### src/rtl/core/assert_macros.svh
// Assertion macros used by the top level of the majority filter.
`ifndef ASSERT_MACROS_SVH
`define ASSERT_MACROS_SVH

// Check that a condition holds at every clock edge outside reset.
`define ASSERT_ALWAYS(label, clk, rst_n, cond, msg) \
  label: assert property (@(posedge clk) disable iff (!rst_n) (cond)) else $error(msg);

// Check that a condition implies another in the same cycle.
`define ASSERT_IMPLIES(label, clk, rst_n, ante, cons, msg) \
  label: assert property (@(posedge clk) disable iff (!rst_n) (ante) |-> (cons)) \
    else $error(msg);

// Check that a condition implies another in the following cycle.
`define ASSERT_NEXT(label, clk, rst_n, ante, cons, msg) \
  label: assert property (@(posedge clk) disable iff (!rst_n) (ante) |=> (cons)) \
    else $error(msg);

`endif

### src/rtl/core/bmmf_pkg.sv
// Shared types and constants of the binary mask majority filter.
`default_nettype none

package bmmf_pkg;

  localparam int MaxWidth      = 2048;
  localparam int MaxHeight     = 4096;
  localparam int MajorityLimit = 4;

  localparam int XW      = $clog2(MaxWidth);
  localparam int YW      = $clog2(MaxHeight);
  localparam int CfgWW   = XW + 1;
  localparam int CfgHW   = YW + 1;
  localparam int CfgDataW = (CfgWW > CfgHW) ? CfgWW : CfgHW;

  localparam int FifoDepth = 3;
  localparam int FifoPtrW  = $clog2(FifoDepth);
  localparam int FifoCntW  = $clog2(FifoDepth + 1);

  // Configuration register indexes
  typedef enum logic [0:0] {
    CfgFrameWidth  = 1'b0,
    CfgFrameHeight = 1'b1
  } cfg_idx_e;

  // Pixel in the window stage
  typedef struct packed {
    logic          valid;
    logic          mask_bit;
    logic [XW-1:0] x;
    logic [YW-1:0] y;
  } pix_t;

  // Filtered pixel
  typedef struct packed {
    logic [XW-1:0] x;
    logic [YW-1:0] y;
    logic          filtered_bit;
  } res_t;

  // Line store write-back
  typedef struct packed {
    logic          we;
    logic [XW-1:0] addr;
    logic [1:0]    data;
  } ls_wr_t;

  // Result queue status
  typedef struct packed {
    logic [FifoCntW-1:0] count;
    logic                empty;
  } fifo_stat_t;

endpackage

`default_nettype wire

### src/rtl/core/bmmf_out_fifo.sv
// Result queue between the filter pipeline and the output channel.
`default_nettype none

module bmmf_out_fifo (
  input  wire logic           clk_i,
  input  wire logic           rst_ni,
  input  wire logic           push_i,
  input  wire bmmf_pkg::res_t data_i,
  input  wire logic           pop_i,
  output bmmf_pkg::res_t      head_o,
  output bmmf_pkg::fifo_stat_t stat_o
);
  import bmmf_pkg::*;

  res_t                fifo_q [FifoDepth];
  logic [FifoPtrW-1:0] wr_ptr_q;
  logic [FifoPtrW-1:0] rd_ptr_q;
  logic [FifoCntW-1:0] count_q;

  function automatic logic [FifoPtrW-1:0] ptr_inc(input logic [FifoPtrW-1:0] p);
    ptr_inc = (p == FifoPtrW'(FifoDepth - 1)) ? '0 : p + FifoPtrW'(1);
  endfunction

  // Store the pushed result
  always_ff @(posedge clk_i) begin
    if (push_i) begin
      fifo_q[wr_ptr_q] <= data_i;
    end
  end

  // Advance pointers and occupancy
  always_ff @(posedge clk_i or negedge rst_ni) begin
    if (!rst_ni) begin
      wr_ptr_q <= '0;
      rd_ptr_q <= '0;
      count_q  <= '0;
    end else begin
      if (push_i) begin
        wr_ptr_q <= ptr_inc(wr_ptr_q);
      end
      if (pop_i) begin
        rd_ptr_q <= ptr_inc(rd_ptr_q);
      end
      if (push_i && !pop_i) begin
        count_q <= count_q + FifoCntW'(1);
      end else if (pop_i && !push_i) begin
        count_q <= count_q - FifoCntW'(1);
      end
    end
  end

  assign head_o       = fifo_q[rd_ptr_q];
  assign stat_o.count = count_q;
  assign stat_o.empty = (count_q == '0);

endmodule

`default_nettype wire

### config.mk
export PLATFORM = sky130hd
export DESIGN_NAME = bmmf_out_fifo
export DESIGN_NICKNAME = d
export VERILOG_FILES = /design/src/rtl/core/assert_macros.svh /design/src/rtl/core/bmmf_pkg.sv /design/src/rtl/core/bmmf_out_fifo.sv
export SDC_FILE = /design/constraint.sdc
export NUM_CORES = 1
export LEC_CHECK = 0
export ABC_AREA = 1
export BUFFER_PORTS_ARGS = -buffer_cell sky130_fd_sc_hd__buf_2
export CAP_MARGIN = 40
export CELL_PAD_IN_SITES_DETAIL_PLACEMENT = 1
export CELL_PAD_IN_SITES_GLOBAL_PLACEMENT = 1
export CORE_MARGIN = 3
export CORE_UTILIZATION = 35
export DETAILED_ROUTE_END_ITERATION = 12
export PLACE_DENSITY = 0.75
export RECOVER_POWER = 100
export SYNTH_ARGS = -nofsm -noshare
export SYNTH_HDL_FRONTEND = slang
export SYNTH_SLANG_ARGS = --single-unit
### constraint.sdc
create_clock -name clk_i -period 4.3 [get_ports clk_i]
set_input_delay 0.645 -clock clk_i [delete_from_list [all_inputs] [get_ports clk_i]]
set_output_delay 0.645 -clock clk_i [all_outputs]
set_load 0.01 [all_outputs]
==> reports/results.ini <==
[outcome]
outcome = finished, violations left
violations = capacitance limit, slew limit

[clock_tree]
clock_sinks = 78
cts-root-buf = clkbuf_8
cts_max_path_buffers = 2
clk_latency_ps = 350
cts_tree = yes
cts_resized = 0
cts_hold_buf = 0
clkTransAtPathRegs_ps = 80
cts_setup_buffers = 0
htreeDepth = 3
cts_buffers = 9

[final_layout]
seqCellArea_um2 = 2310
area_delta_synth_final_pct = 17.9
fill_cells = 845
mostFrequentLayoutCells = nand2_1, edfxtp_1, clkbuf_1
nets = 304
drive_above_1_share_pct = 7.50
mostFrequentLayoutCell = nand2_1
multiInputGateArea_um2 = 514
fin_area_um2 = 3430
diodes = 0

[global_routing]
antenna_found_initial = 0
grt.overflow.total = 0
track_usage_pct = 14.6
grt_start_max_net_pins = 26
grt_pass1_wl_mm = 10.4
grt_pass1_vias = 2007

[synthesis]
synthCells = 213
synth-simple-area-share_pct = 16.4
synth_top_family_by_area = simple AND/OR/NAND/NOR gates
syn_nets = 242
synth_compound_area_share_pct = 0.517
ys_ff_latch = 78
synth_xor_xnor_area_share_pct = 0.301
yosys_warnings = 0
synth_mux_area_share_pct = 0
avgSynthCellArea_um2 = 13.6
netlist_area_um2 = 2910
yosys.area_share.adder_pct = 0.430
ys_seq_area_share_pct = 79.6
synth.distinct_cells = 14

[die]
die_y_um = 97.1
fp-row-count = 32
coreArea_um2 = 7890
die_w_um = 97.1
ioPinCount = 55
die_area_um2 = 9430
initial_utilization_pct = 36.8

[critical_path]
critical-path-max-stage-delay_ps = 670
critPathMaxFanout = 25
cp-end-kind = primary output
crit_top_cell = clkbuf_1
worstPathArrival_ps = 2430
required_ps = 3650
worstReg2RegStart = wr_ptr_q[0]
crit_path_cell_trace = clkbuf_1 -> nor2_4 -> nand2_1 -> nand3_1 -> clkbuf_1
start_kind = register
criticalPathCategory = reg2out
startpoint = rd_ptr_q[1]
cpMaxStageDelayCell = nor2_4

[detailed_routing]
vias = 1823
routedWlPerCell_um = 17.1
ant_nets = 0
first_pass_iters = 4
viasPerCell = 4.77
drt_iter0_drc = 159
wl_mm = 6.53
route.detailed.drc = 0

[timing]
hold_slack_ps = 178
grt_setup_unrepaired = no
fin_crit_sh_pct = 71.6
clock.fmax_ghz = 0.325
relSlewSlack_pct = -0.875
post-route-min-period_ps = 3080
final-setup-viol-count = 0
slew_viol_final = 25
fin_worst_skew_ps = 14.2
tightest_slew_ps = 1510
tns_ps = 0
hold_viol = 0

[place]
placed_area_um2 = 3350
dp_hpwl_mm = 4.21
gp_congestion = 0.762
port_buffers = 54

[pwr]
peakVddDrop_uv = 211
powerDensity_nw_per_um2 = 650
p_leak_nw = 1.23

[run]
maxCapViolations = 1

[min_path]
hold_path_class = in2async

-- final cells by class --
| type | instances | share of cell area [%] |
|---|---|---|
| Clock inverter | 6 | 2.52 |
| Inverter | 10 | 1.10 |
| Clock buffer | 10 | 3.73 |
| Timing Repair Buffer | 58 | 6.43 |
| Tap cell | 102 | 3.73 |
| Sequential cell | 78 | 67.5 |
| Multi-Input combinational cell | 118 | 15.0 |
-- flip-flops by register name (all words and copies together) (netlist names) --
signal and flops:
fifo_q 72, count_q 2, rd_ptr_q 2, wr_ptr_q 2
-- synth_stat cells --
cell type | count | area [um2]
buf_2 | 3 | 15.0
buf_4 | 4 | 30.0
dfrtp_1 | 6 | 150
edfxtp_1 | 72 | 2160
ha_1 | 1 | 12.5
inv_1 | 9 | 33.8
inv_2 | 1 | 3.75
nand2_1 | 81 | 304
nand3_1 | 27 | 135
nand4_1 | 1 | 6.26
nor2_1 | 2 | 7.51
nor2_4 | 2 | 22.5
o21ai_0 | 3 | 15.0
xnor2_1 | 1 | 8.76
-- report_power, final --
group / switching [mW] / internal (mW) / total [mW]
registers: 0.0557 / 0.980 / 1.04
logic: 0.435 / 0.166 / 0.600
clock network: 0.263 / 0.326 / 0.589
-- through the flow --
stage	utilization [%]	std cells	total power, mW	worst slack, ps
after floorplan	-	213	1.43	2180
after global placement	41.4	363	1.67	1780
after detailed placement	42.5	366	1.75	1910
after CTS	45.2	382	2.35	1500
after global routing	43.4	382	2.37	921
final	43.4	382	2.23	1220
-- final timing paths --
| kind | end | slack, ps | cells past startpoint |
|---|---|---|---|
| worst max register to register | fifo_q[2][19] | 2170 | 4 |
| max in group asynchronous | wr_ptr_q[0] | 3860 | 1 |
| worst max-delay path | head_o[0] | 1220 | 5 |
| min in group clk_i | fifo_q[0][20] | 530 | 1 |
| worst min-delay path | count_q[1] | 180 | 1 |
| worst min register to register | count_q[0] | 550 | 1 |
-- kinds of logic after synthesis --
family / count (synthesis)
adder cells (fa/ha/maj): 1
AO/OA/AOI/OAI: 3
buffers and inverters: 17
XOR/XNOR: 1
flip-flops: 78
AND/OR/NAND/NOR: 113
-- metal layers --
layer | part of all wire, % | routed length, um | GRT usage (%)
met3 | 4.4 | 287 | 3.88
met2 | 55 | 3600 | 26.8
met4 | 1.5 | 100 | 5.51
met5 | 0 | 0 | 0
met1 | 39 | 2550 | 16.0
-- critical path, delay by kind of cell (launching register included) --
kind / cells / cell delay (ps)
simple gates: 3 / 960
buf+inv: 2 / 640
flops: 1 / 500
(Power assumes the default switching activity.)
