<file path="src/rtl/core/assert_macros.svh">
// Assertion macros used by the top level of the majority filter.
`ifndef ASSERT_MACROS_SVH
`define ASSERT_MACROS_SVH

// Check that a condition holds at every clock edge outside reset.
`define ASSERT_ALWAYS(label, clk, rst_n, cond, msg) \
  label: assert property (@(posedge clk) disable iff (!rst_n) (cond)) else $error(msg);

// Check that a condition implies another in the same cycle.
`define ASSERT_IMPLIES(label, clk, rst_n, ante, cons, msg) \
  label: assert property (@(posedge clk) disable iff (!rst_n) (ante) |-> (cons)) \
    else $error(msg);

// Check that a condition implies another in the following cycle.
`define ASSERT_NEXT(label, clk, rst_n, ante, cons, msg) \
  label: assert property (@(posedge clk) disable iff (!rst_n) (ante) |=> (cons)) \
    else $error(msg);

`endif

</file>
<file path="src/rtl/core/bmmf_pkg.sv">
// Shared types and constants of the binary mask majority filter.
`default_nettype none

package bmmf_pkg;

  localparam int MaxWidth      = 2048;
  localparam int MaxHeight     = 4096;
  localparam int MajorityLimit = 4;

  localparam int XW      = $clog2(MaxWidth);
  localparam int YW      = $clog2(MaxHeight);
  localparam int CfgWW   = XW + 1;
  localparam int CfgHW   = YW + 1;
  localparam int CfgDataW = (CfgWW > CfgHW) ? CfgWW : CfgHW;

  localparam int FifoDepth = 3;
  localparam int FifoPtrW  = $clog2(FifoDepth);
  localparam int FifoCntW  = $clog2(FifoDepth + 1);

  // Configuration register indexes
  typedef enum logic [0:0] {
    CfgFrameWidth  = 1'b0,
    CfgFrameHeight = 1'b1
  } cfg_idx_e;

  // Pixel in the window stage
  typedef struct packed {
    logic          valid;
    logic          mask_bit;
    logic [XW-1:0] x;
    logic [YW-1:0] y;
  } pix_t;

  // Filtered pixel
  typedef struct packed {
    logic [XW-1:0] x;
    logic [YW-1:0] y;
    logic          filtered_bit;
  } res_t;

  // Line store write-back
  typedef struct packed {
    logic          we;
    logic [XW-1:0] addr;
    logic [1:0]    data;
  } ls_wr_t;

  // Result queue status
  typedef struct packed {
    logic [FifoCntW-1:0] count;
    logic                empty;
  } fifo_stat_t;

endpackage

`default_nettype wire

</file>
<file path="src/rtl/core/bmmf_window.sv">
// 3x3 window shift register, border test and majority vote.
`default_nettype none

module bmmf_window (
  input  wire logic                     clk_i,
  input  wire logic                     rst_ni,
  input  wire bmmf_pkg::pix_t           pix_i,
  input  wire logic [1:0]               rows_i,
  input  wire logic [bmmf_pkg::CfgWW-1:0] width_i,
  input  wire logic [bmmf_pkg::CfgHW-1:0] height_i,
  output bmmf_pkg::ls_wr_t              wr_o,
  output logic                          push_o,
  output bmmf_pkg::res_t                res_o
);
  import bmmf_pkg::*;

  logic [8:0] window_q;
  logic [8:0] window_d;
  logic [2:0] col;
  logic [3:0] ones;
  logic       border;

  // New column: bit 0 row y-2, bit 1 row y-1, bit 2 row y
  assign col      = {pix_i.mask_bit, rows_i[1], rows_i[0]};
  assign window_d = {col, window_q[8:3]};

  // Advance the window on each pixel
  always_ff @(posedge clk_i or negedge rst_ni) begin
    if (!rst_ni) begin
      window_q <= '0;
    end else if (pix_i.valid) begin
      window_q <= window_d;
    end
  end

  // Count set bits of the updated window
  always_comb begin
    ones = '0;
    for (int i = 0; i < 9; i++) begin
      ones = ones + 4'(window_d[i]);
    end
  end

  // Center is (x-1,y-1); border covers first and last row and column
  assign border = (pix_i.x == XW'(1)) || (pix_i.y == YW'(1))
               || ({1'b0, pix_i.x} >= width_i) || ({1'b0, pix_i.y} >= height_i);

  assign push_o             = pix_i.valid && (pix_i.x != '0) && (pix_i.y != '0);
  assign res_o.x            = pix_i.x - XW'(1);
  assign res_o.y            = pix_i.y - YW'(1);
  assign res_o.filtered_bit = !border && (ones > 4'(MajorityLimit));

  // Shift the column down one row in the line store
  assign wr_o.we   = pix_i.valid;
  assign wr_o.addr = pix_i.x;
  assign wr_o.data = {pix_i.mask_bit, rows_i[1]};

endmodule

`default_nettype wire

</file>
<file path="config.mk">
export PLATFORM = sky130hd
export DESIGN_NAME = bmmf_window
export DESIGN_NICKNAME = d
export VERILOG_FILES = /design/src/rtl/core/assert_macros.svh /design/src/rtl/core/bmmf_pkg.sv /design/src/rtl/core/bmmf_window.sv
export SDC_FILE = /design/constraint.sdc
export NUM_CORES = 1
export LEC_CHECK = 0
export ABC_AREA = 1
export CORE_MARGIN = 2
export CORE_UTILIZATION = 64
export DETAILED_ROUTE_END_ITERATION = 8
export DONT_BUFFER_PORTS = 1
export HOLD_SLACK_MARGIN = 0.1
export PLACE_DENSITY_LB_ADDON = 0.1
export SLEW_MARGIN = 20
export SYNTH_ARGS = -nofsm -noshare
export SYNTH_HDL_FRONTEND = slang
export SYNTH_SLANG_ARGS = --single-unit
</file>
<file path="constraint.sdc">
create_clock -name clk_i -period 9.7 [get_ports clk_i]
set_input_delay 1.94 -clock clk_i [delete_from_list [all_inputs] [get_ports clk_i]]
set_output_delay 1.94 -clock clk_i [all_outputs]
set_load 0.02 [all_outputs]
</file>
==> metrics <==
largest net degree at the start of global routing 15; number of DRC markers after the initial detailed-route iteration 25; height of the die 56.5 microns; Reg with most FFs window_q; critical path start-end classification input port to primary output; maximum level of the CTS H-tree 1; number of buffers added to fix hold violations after cts 0; routed wire length per instance 10.3 microns; first-pass GRT wire length 5310 microns; fraction of synthesized cell area taken by the top area cell type 0.206; grt met2 use 0.349; clock tree from TritonCTS yes; grt met3 use 0.0161; total routed wirelength 3040 microns; top-level port count 93; total power divided by cell area 83.2 mW/mm^2; Period Utilization, post-route 0.691; CTS-repair resized insts 0; # diodes 0; total of flip-flops plus latches after synthesis 6; required time of the worst setup path 7760 ps; post-synth net total 364; maximum count of clock buffers along a single path 2; most used routing layer met2; maximum cell stage delay along the critical path 540 ps; largest fanout of any net on the critical path 3; Initial Utilization 0.656; max_slew headroom 0.660; final-report max-slew violation count 0; Worst Setup Slack post-DPL 2980 ps; DP Area 0.00169 sq mm; critical path startpoint pix_i[23]; Synthesis Warnings 0; flop-to-flop setup slack 9030 ps; buffer type at the clock tree root sky130_fd_sc_hd__clkbuf_4; worst setup skew after layout 3.93 ps; number of global-route vias before repair 1331; sequence of cells on the critical path inv_1, fa_1, fa_1, fa_1, fa_1, inv_1, fa_1, inv_1, nand2_1, nand2_1, nand2_1, nand2_1, nor2_1, nand2_1, nor2_2; via count 1467; instance count on the critical path 15; buffers and inverters on the worst path 3; startpoint types input port; antenna violations before repair 0; leading area contributor after synthesis sky130_fd_sc_hd__ha_1; final critical path time including I/O delays and setup 6700 ps; GP Congestion 0.778; met1 usage in global routing 0.268; clock input transition at the sequential cells of the worst setup and hold paths 40 ps; leading cell type in the layout, fill and taps excluded sky130_fd_sc_hd__inv_1; share of final-layout standard cells stronger than drive strength 1 0.0795; cell count of the worst reg-to-reg path 2; leakage power total 1.04 nW; number of max-capacitance violations reported 0; number of hold violations in the final report 0; max FFs per register 6; final design area excluding fillers 0.00171 sq mm; # DRC 0; worst path arrival time 4760 ps; highest clock rate 149 MHz; worst reg2reg endpoint window_q[6]; most used cells in the layout excluding fill and tap cells sky130_fd_sc_hd__inv_1 (68), sky130_fd_sc_hd__nand2_1 (67), sky130_fd_sc_hd__ha_1 (29); placed wire-length estimate 2780 microns; Synth area leaders sky130_fd_sc_hd__ha_1 (21%), sky130_fd_sc_hd__inv_1 (14%), sky130_fd_sc_hd__nand2_1 (14%), sky130_fd_sc_hd__dfrtp_1 (8.5%), sky130_fd_sc_hd__buf_4 (6.0%); average size of a mapped cell 6.38 sq um; overall track demand over capacity in global routing 0.204; placeable core area 0.00269 sq mm; VDD IR max 0.0875 mV; endpoint of the most critical setup path res_o[0]; portion of the post-synthesis area used by sequential elements 0.0852; total standard cell area after synthesis 0.00176 sq mm; Critical Path End Type primary output; final-layout setup total negative slack 0 ps; setup fix buffers added after clock tree synthesis 0; slew at the pin closest to its max-slew limit 512 ps; number of failing setup endpoints in the final timing report 0; worst hold path class flop to flop; remaining antenna violation count 0; Worst Setup Slack, final 3000 ps; detailed-router iteration count before antenna repair 4; worst hold margin 476 ps; number of nets in the final layout 354; result of the run complete, no violations; chip width 56.5 microns; Largest regs window_q: 6 flops; area of the die 0.00319 sq mm; Port Buffer Count 0; post-detailed-route via-to-cell ratio 4.97; total overflow reported by the global router 0; Top Family by Delay on Critical Path adder cells; library cells used by synthesis 26; critical-path cell with the highest stage delay sky130_fd_sc_hd__fa_1; unrepaired setup endpoints after global routing false; total number of clock tree sinks 6; Area Overhead vs Synth -2.70%; startpoint of the worst-slack reg-to-reg timing path window_q[6]; Post-Syn Instances 276; number of standard-cell rows in the floorplan 19; source-to-sink clock delay at the later pin of the worst-skew pair 250 ps; CTS Buf Count 3
## tightest hold or removal path: stages (launching register included)
cell	delay, ps
sky130_fd_sc_hd__dfrtp_1	330
sky130_fd_sc_hd__nand2_1	50
sky130_fd_sc_hd__o21ai_0	60
## worst min path at each step
stage | startpoint | endpoint | depth (start not counted)
after floorplan | window_q[6] | window_q[3] | 2
after global placement | window_q[8] | window_q[5] | 2
after detailed placement | window_q[8] | window_q[5] | 2
after CTS | window_q[8] | window_q[5] | 2
after global routing | window_q[6] | window_q[3] | 2
final | window_q[8] | window_q[5] | 2
## metrics by stage
step / utilization / instances / total power, mW
finish: 0.638 / 295 / 0.143
global route: 0.638 / 295 / 0.162
CTS: 0.638 / 295 / 0.146
detailed placement: 0.630 / 292 / 0.121
global placement: 0.630 / 292 / 0.118
floorplan: - / 276 / 0.116
## logic make-up after synthesis
| kind of cell | after synthesis | share of synthesized area |
|---|---|---|
| flip-flops | 6 | 0.0852 |
| AND/OR/NAND/NOR | 118 | 0.309 |
| adder cells (fa/ha/maj) | 34 | 0.263 |
| AO/OA/AOI/OAI | 15 | 0.0440 |
| XOR/XNOR | 17 | 0.0845 |
| buffers and inverters | 86 | 0.214 |
## per-layer routing
metal,vias up,part of all wire
li1,785,-
met5,-,0
met2,43,0.49
met1,635,0.45
met3,4,0.051
met4,0,0.012
## cell usage after synthesis, drive strengths merged
library cell	count
inv	71
buf	14
fa	5
nand4	2
a21oi	6
xor2	12
nor3b	1
nor3	3
o21ai	8
nand3	10
dfrtp	6
nand2	71
and2	1
nor2	28
clkbuf	1
o21bai	1
xnor2	5
ha	29
nand3b	2
## power by group
part	internal [mW]	leakage [nW]	switching (mW)
Sequential	0.0276	0.0737	0.000822
Clock	0.0140	0.0138	0.00916
Combinational	0.0338	0.950	0.0572
## area by class of cell
type,count,area (sq um)
inverter,71,269
tap,31,38.8
clock buffer,3,22.5
sequential,6,150
multi-input combinational,184,1230
fill,271,972
Note: power is estimated with default switching activity, not from simulation.
