File: src/rtl/core/assert_macros.svh
// Assertion macros used by the top level of the majority filter.
`ifndef ASSERT_MACROS_SVH
`define ASSERT_MACROS_SVH

// Check that a condition holds at every clock edge outside reset.
`define ASSERT_ALWAYS(label, clk, rst_n, cond, msg) \
  label: assert property (@(posedge clk) disable iff (!rst_n) (cond)) else $error(msg);

// Check that a condition implies another in the same cycle.
`define ASSERT_IMPLIES(label, clk, rst_n, ante, cons, msg) \
  label: assert property (@(posedge clk) disable iff (!rst_n) (ante) |-> (cons)) \
    else $error(msg);

// Check that a condition implies another in the following cycle.
`define ASSERT_NEXT(label, clk, rst_n, ante, cons, msg) \
  label: assert property (@(posedge clk) disable iff (!rst_n) (ante) |=> (cons)) \
    else $error(msg);

`endif

File: src/rtl/core/bmmf_pkg.sv
// Shared types and constants of the binary mask majority filter.
`default_nettype none

package bmmf_pkg;

  localparam int MaxWidth      = 2048;
  localparam int MaxHeight     = 4096;
  localparam int MajorityLimit = 4;

  localparam int XW      = $clog2(MaxWidth);
  localparam int YW      = $clog2(MaxHeight);
  localparam int CfgWW   = XW + 1;
  localparam int CfgHW   = YW + 1;
  localparam int CfgDataW = (CfgWW > CfgHW) ? CfgWW : CfgHW;

  localparam int FifoDepth = 3;
  localparam int FifoPtrW  = $clog2(FifoDepth);
  localparam int FifoCntW  = $clog2(FifoDepth + 1);

  // Configuration register indexes
  typedef enum logic [0:0] {
    CfgFrameWidth  = 1'b0,
    CfgFrameHeight = 1'b1
  } cfg_idx_e;

  // Pixel in the window stage
  typedef struct packed {
    logic          valid;
    logic          mask_bit;
    logic [XW-1:0] x;
    logic [YW-1:0] y;
  } pix_t;

  // Filtered pixel
  typedef struct packed {
    logic [XW-1:0] x;
    logic [YW-1:0] y;
    logic          filtered_bit;
  } res_t;

  // Line store write-back
  typedef struct packed {
    logic          we;
    logic [XW-1:0] addr;
    logic [1:0]    data;
  } ls_wr_t;

  // Result queue status
  typedef struct packed {
    logic [FifoCntW-1:0] count;
    logic                empty;
  } fifo_stat_t;

endpackage

`default_nettype wire

File: src/rtl/core/bmmf_line_store.sv
// Two row line stores packed in one memory, with write-to-read forwarding.
`default_nettype none

module bmmf_line_store (
  input  wire logic                 clk_i,
  input  wire logic [bmmf_pkg::XW-1:0] raddr_i,
  input  wire bmmf_pkg::ls_wr_t     wr_i,
  output logic [1:0]                rdata_o
);
  import bmmf_pkg::*;

  // Bit 1 holds row y-1, bit 0 holds row y-2
  logic [1:0] mem_q [MaxWidth];
  logic [1:0] rd_q;
  logic [1:0] fwd_q;
  logic       hit_q;

  // Write back the shifted column
  always_ff @(posedge clk_i) begin
    if (wr_i.we) begin
      mem_q[wr_i.addr] <= wr_i.data;
    end
  end

  // Read every cycle; capture a same-address write of this edge
  always_ff @(posedge clk_i) begin
    rd_q  <= mem_q[raddr_i];
    fwd_q <= wr_i.data;
    hit_q <= wr_i.we && (wr_i.addr == raddr_i);
  end

  assign rdata_o = hit_q ? fwd_q : rd_q;

endmodule

`default_nettype wire

File: config.mk
export PLATFORM = sky130hd
export DESIGN_NAME = bmmf_line_store
export DESIGN_NICKNAME = d
export VERILOG_FILES = /design/src/rtl/core/assert_macros.svh /design/src/rtl/core/bmmf_pkg.sv /design/src/rtl/core/bmmf_line_store.sv
export SDC_FILE = /design/constraint.sdc
export NUM_CORES = 2
export LEC_CHECK = 0
export BUFFER_PORTS_ARGS = -buffer_cell sky130_fd_sc_hd__buf_4
export CAP_MARGIN = 20
export CORE_MARGIN = 2
export CORE_UTILIZATION = 50
export DETAILED_ROUTE_END_ITERATION = 10
export PLACE_DENSITY = 0.65
export SLEW_MARGIN = 5
export SYNTH_ARGS = -nofsm -noshare
export SYNTH_HDL_FRONTEND = slang
export SYNTH_SLANG_ARGS = --single-unit
export TNS_END_PERCENT = 30
File: constraint.sdc
create_clock -name clk_i -period 2.9 [get_ports clk_i]
set_input_delay 0.145 -clock clk_i [delete_from_list [all_inputs] [get_ports clk_i]]
set_output_delay 0.145 -clock clk_i [all_outputs]
set_load 0.1 [all_outputs]
==> results.tsv <==
stage	metric	value	unit
run_status	status	finished clean	
logic_synthesis	synth_common_cells	edfxtp_1 (4096), nor2_1 (2185), mux2i_1 (872)	
layout	n_fill_cell	25118	
logic_synthesis	ys_async_sr_fraction	0	
setup_path	slowest_delay	0.69	ns
setup_path	reg2reg_to	rd_q[0]$_DFF_P_	
setup_path	r2r_start	mem_q[2009][0]$_DFFE_PP_	
grt	overflow	0	
setup_path	path_cells	mux2i_1 -> o221ai_1 -> a21oi_1 -> o21ai_0 -> a21oi_1 -> buf_4 -> nor2_1 -> nand4_1 -> buf_12 -> nor3_1 -> a311o_1	
placement	port_buffers	27	
power	internal_power	97.05	mW
power	ir_drop	0.0005298	V
power	total_power	124.7	mW
layout	fin_area	195200	µm²
floorplanning	coreArea	337100	µm²
timing	setup_viol	0	
worst_hold_path	min_path_type	primary input to flip-flop	
grt	grt_pass1_wl	747300	µm
setup_path	cp.required	3.80	ns
power	pwr-share-clk	0.417	
routing	routedWlPerCell	33.67	µm
floorplanning	die_w	586.2	µm
clock_tree	cts_buffers	409	
setup_path	crit_start	mem_q[2009][0]$_DFFE_PP_	
setup_path	crit_buf_inv	2	
setup_path	crit_path_frequent_cell	a21oi_1	
grt	track_usage	0.3074	
clock_tree	cts_buffer_depth	4	
routing	viasPerCell	6.514	
clock_tree	clkLatencyLatePin	0.97	ns
power	switching_share	0.2215	
worst_hold_path	hold_depth	4	
timing	skew	0.04494	ns
power	p_leak	62.60	nW
setup_path	worst_path_max_delay_cell	o21ai_0	
layout	seqCellArea	123100	µm²
layout	layout.nets	10998	
logic_synthesis	ys_top_cells_by_area	edfxtp_1 (73%), mux4_2 (7.5%), mux2i_1 (5.1%)	
timing	fmaxAchievable	0.3450	GHz
setup_path	critPathTopFamily	compound AO/OA/AOI/OAI gates	
logic_synthesis	synthSimpleGateAreaFrac	0.06610	
grt	antenna_found_initial	27	
setup_path	worstPathArrival	3.80	ns
layout	area_growth_syn_to_layout	15.15	%
floorplanning	row_count	213	
logic_synthesis	synth_fa_ha_area_frac	0	
logic_synthesis	ys_types	88	
floorplanning	die_y	586.2	µm
timing	finalHoldViolCount	0	
routing	drt-total-wl	533300	µm
layout	final_core_util	0.5789	
logic_synthesis	synthFlopType	edfxtp_1	
logic_synthesis	synth-compound-area-share	0.04219	
timing	timing.slew.headroom	0.2317	
timing	finalCritPeriodShare	0.9995	
layout	drive_gt1_frac	0.2083	
timing	slew_viol_final	0	
routing	drt_iter0_drc	17310	
clock_tree	cts_sinks	4101	
routing	vias	103150	
routing	drc_errors	0	
run	drv_cap	0	
logic_synthesis	synthMuxAreaShare	0.1340	
logic_synthesis	ys_ff_latch	4101	
logic_synthesis	synth_most_common_cell	edfxtp_1	
placement	hpwl	333000	µm
grt	grt_pass1_vias	101727	
clock_tree	cts_max_level	5	
logic_synthesis	synth_area	169500	µm²
clock_tree	clk_pin_slew_worst_paths	0.06	ns
power	pwr-share-comb	0.060	
logic_synthesis	avgSynthCellArea	16.47	µm²
timing	fin_crit	2.898	ns
floorplanning	die_area	343700	µm²
setup_path	cp_max_fo	2	
logic_synthesis	ys_seq_area_frac	0.7262	
power	p_sw	27.61	mW
routing	first_pass_iters	8	
logic_synthesis	synth_top_area_share	0.7257	
worst_hold_path	whs_endpoint	mem_q[1453][0]$_DFFE_PP_	
floorplanning	initial_core_util	0.5028	
logic_synthesis	ys_warn_count	0	
worst_hold_path	worstHoldStart	wr_i[9]	
setup_path	crit_type	flip-flop to flip-flop	
clock_tree	cts_tree	done	
setup_path	ff2ff_path_depth	11	
logic_synthesis	yosysTopAreaCell	edfxtp_1	
placement	gp_congestion	0.9103	
clock_tree	cts_root_buffer	clkbuf_16	
setup_path	reg2reg_setup_slack	0.002	ns
routing	ant_nets	0	
logic_synthesis	synth_edf_count	4096	
power	power_frac_seq	0.523	
layout	multi_input_area	41780	µm²
setup_path	endpoint_kind	flip-flop	
grt	grt_start_max_net_pins	192	
setup_path	startpoint_type	flip-flop	
power	power.density	638.7	nW/µm²
logic_synthesis	synth-xor-area-share	0.0005684	
logic_synthesis	synth_nets	10316	
floorplanning	io_pins	28	
logic_synthesis	synth_top_family_by_area	multiplexers	
logic_synthesis	synthCells	10290	
placement	dpl_cell_area	181900	µm²
timing	tightest_slew	1.152	ns
[how the worst max path moves through the flow]
| stage | to | cells after the start | slack, ns |
|---|---|---|---|
| after floorplan | rd_q[1]$_DFF_P_ | 12 | 0.43 |
| after global placement | rd_q[1]$_DFF_P_ | 14 | -1.08 |
| after detailed placement | rd_q[1]$_DFF_P_ | 14 | -1.26 |
| after CTS | rd_q[1]$_DFF_P_ | 10 | -0.009 |
| after global routing | rd_q[1]$_DFF_P_ | 11 | -0.04 |
| final | rd_q[0]$_DFF_P_ | 11 | 0.002 |
[power by group through the flow]
stage | Clock [mW] | Combinational (mW) | Sequential [mW]
after floorplan | 0 | 3.50 | 66.5
after global placement | 0 | 7.17 | 66.5
after detailed placement | 0 | 7.25 | 66.5
after CTS | 52.2 | 7.30 | 65.2
after global routing | 54.5 | 7.65 | 65.2
final | 52.0 | 7.45 | 65.2
[layout make-up]
type	instances	share of cell area
Clock inverter	257	0.01233
Tap cell	4515	0.02894
Multi-Input combinational cell	5315	0.2141
Sequential cell	4101	0.6307
Antenna cell	12	0.0001539
Timing Repair Buffer	1140	0.05927
Clock buffer	491	0.05434
Inverter	5	0.0001731
[routing by layer]
layer  wire (µm)  GRT usage  up-vias
met5          95          0        -
met4       26010     0.1276       14
met3       66370    0.06824     1171
met2      243400     0.4721     7104
met1      197300     0.4276    53274
li1            -          -    41587
[state kept, by name, summed over array words and instances (netlist names)]
signal / count
fwd_q: 2
hit_q: 1
mem_q: 4096
rd_q: 2
[worst register-to-register path: stages, from the launching register on]
cell	delay, ns
edfxtp_1	0.32
mux2i_1	0.08
o221ai_1	0.23
a21oi_1	0.07
o21ai_0	0.69
a21oi_1	0.25
buf_4	0.22
nor2_1	0.20
nand4_1	0.25
buf_12	0.21
nor3_1	0.17
a311o_1	0.15
[layout by cell type (no fill, tap or decap), drive strengths merged, types with 22 or more instances in the layout]
| cell type | Yosys | final |
|---|---|---|
| a2111oi | 26 | 26 |
| a211oi | 24 | 24 |
| a21oi | 172 | 172 |
| a31oi | 71 | 71 |
| buf | 422 | 1129 |
| bufinv | 0 | 34 |
| clkbuf | 447 | 491 |
| clkinv | 1 | 191 |
| edfxtp | 4096 | 4096 |
| inv | 4 | 22 |
| mux2i | 872 | 872 |
| mux4 | 610 | 610 |
| nand2 | 249 | 249 |
| nand3 | 79 | 79 |
| nand4 | 22 | 22 |
| nor2 | 2186 | 2186 |
| nor3 | 106 | 106 |
| nor4 | 41 | 41 |
| o21a | 29 | 29 |
| o21ai | 120 | 120 |
| o221ai | 255 | 255 |
| o22ai | 236 | 236 |
[kinds of logic after synthesis]
family / count (synthesis)
XOR/XNOR: 11
multiplexers: 1488
flip-flops: 4101
buffers and inverters: 874
AND/OR/NAND/NOR: 2784
AO/OA/AOI/OAI: 1032
[timing repair]
action | CTS | global route
endpoints found under the setup margin | 2 | 2
buffers inserted | 0 | 0
pin swaps | 1 | 2
hold endpoints to repair | 1002 | 0
hold buffers | 11 | 0
gates cloned | 0 | 0
resized for setup | 9 | 16
[metrics by stage]
stage	std cells	TNS [ns]	setup slack, ns	hold slack (ns)
2_1_floorplan	10290	0	0.4341	0.1727
3_3_place_gp	15065	-2.046	-1.078	0.5795
3_5_place_dp	15065	-2.151	-1.261	0.5807
4_1_cts	15824	-0.008948	-0.008948	0.02739
5_1_grt	15828	-0.03609	-0.03609	0.07368
6_report	15836	0	0.001513	0.1153
Power figures use the tool's default switching activity.
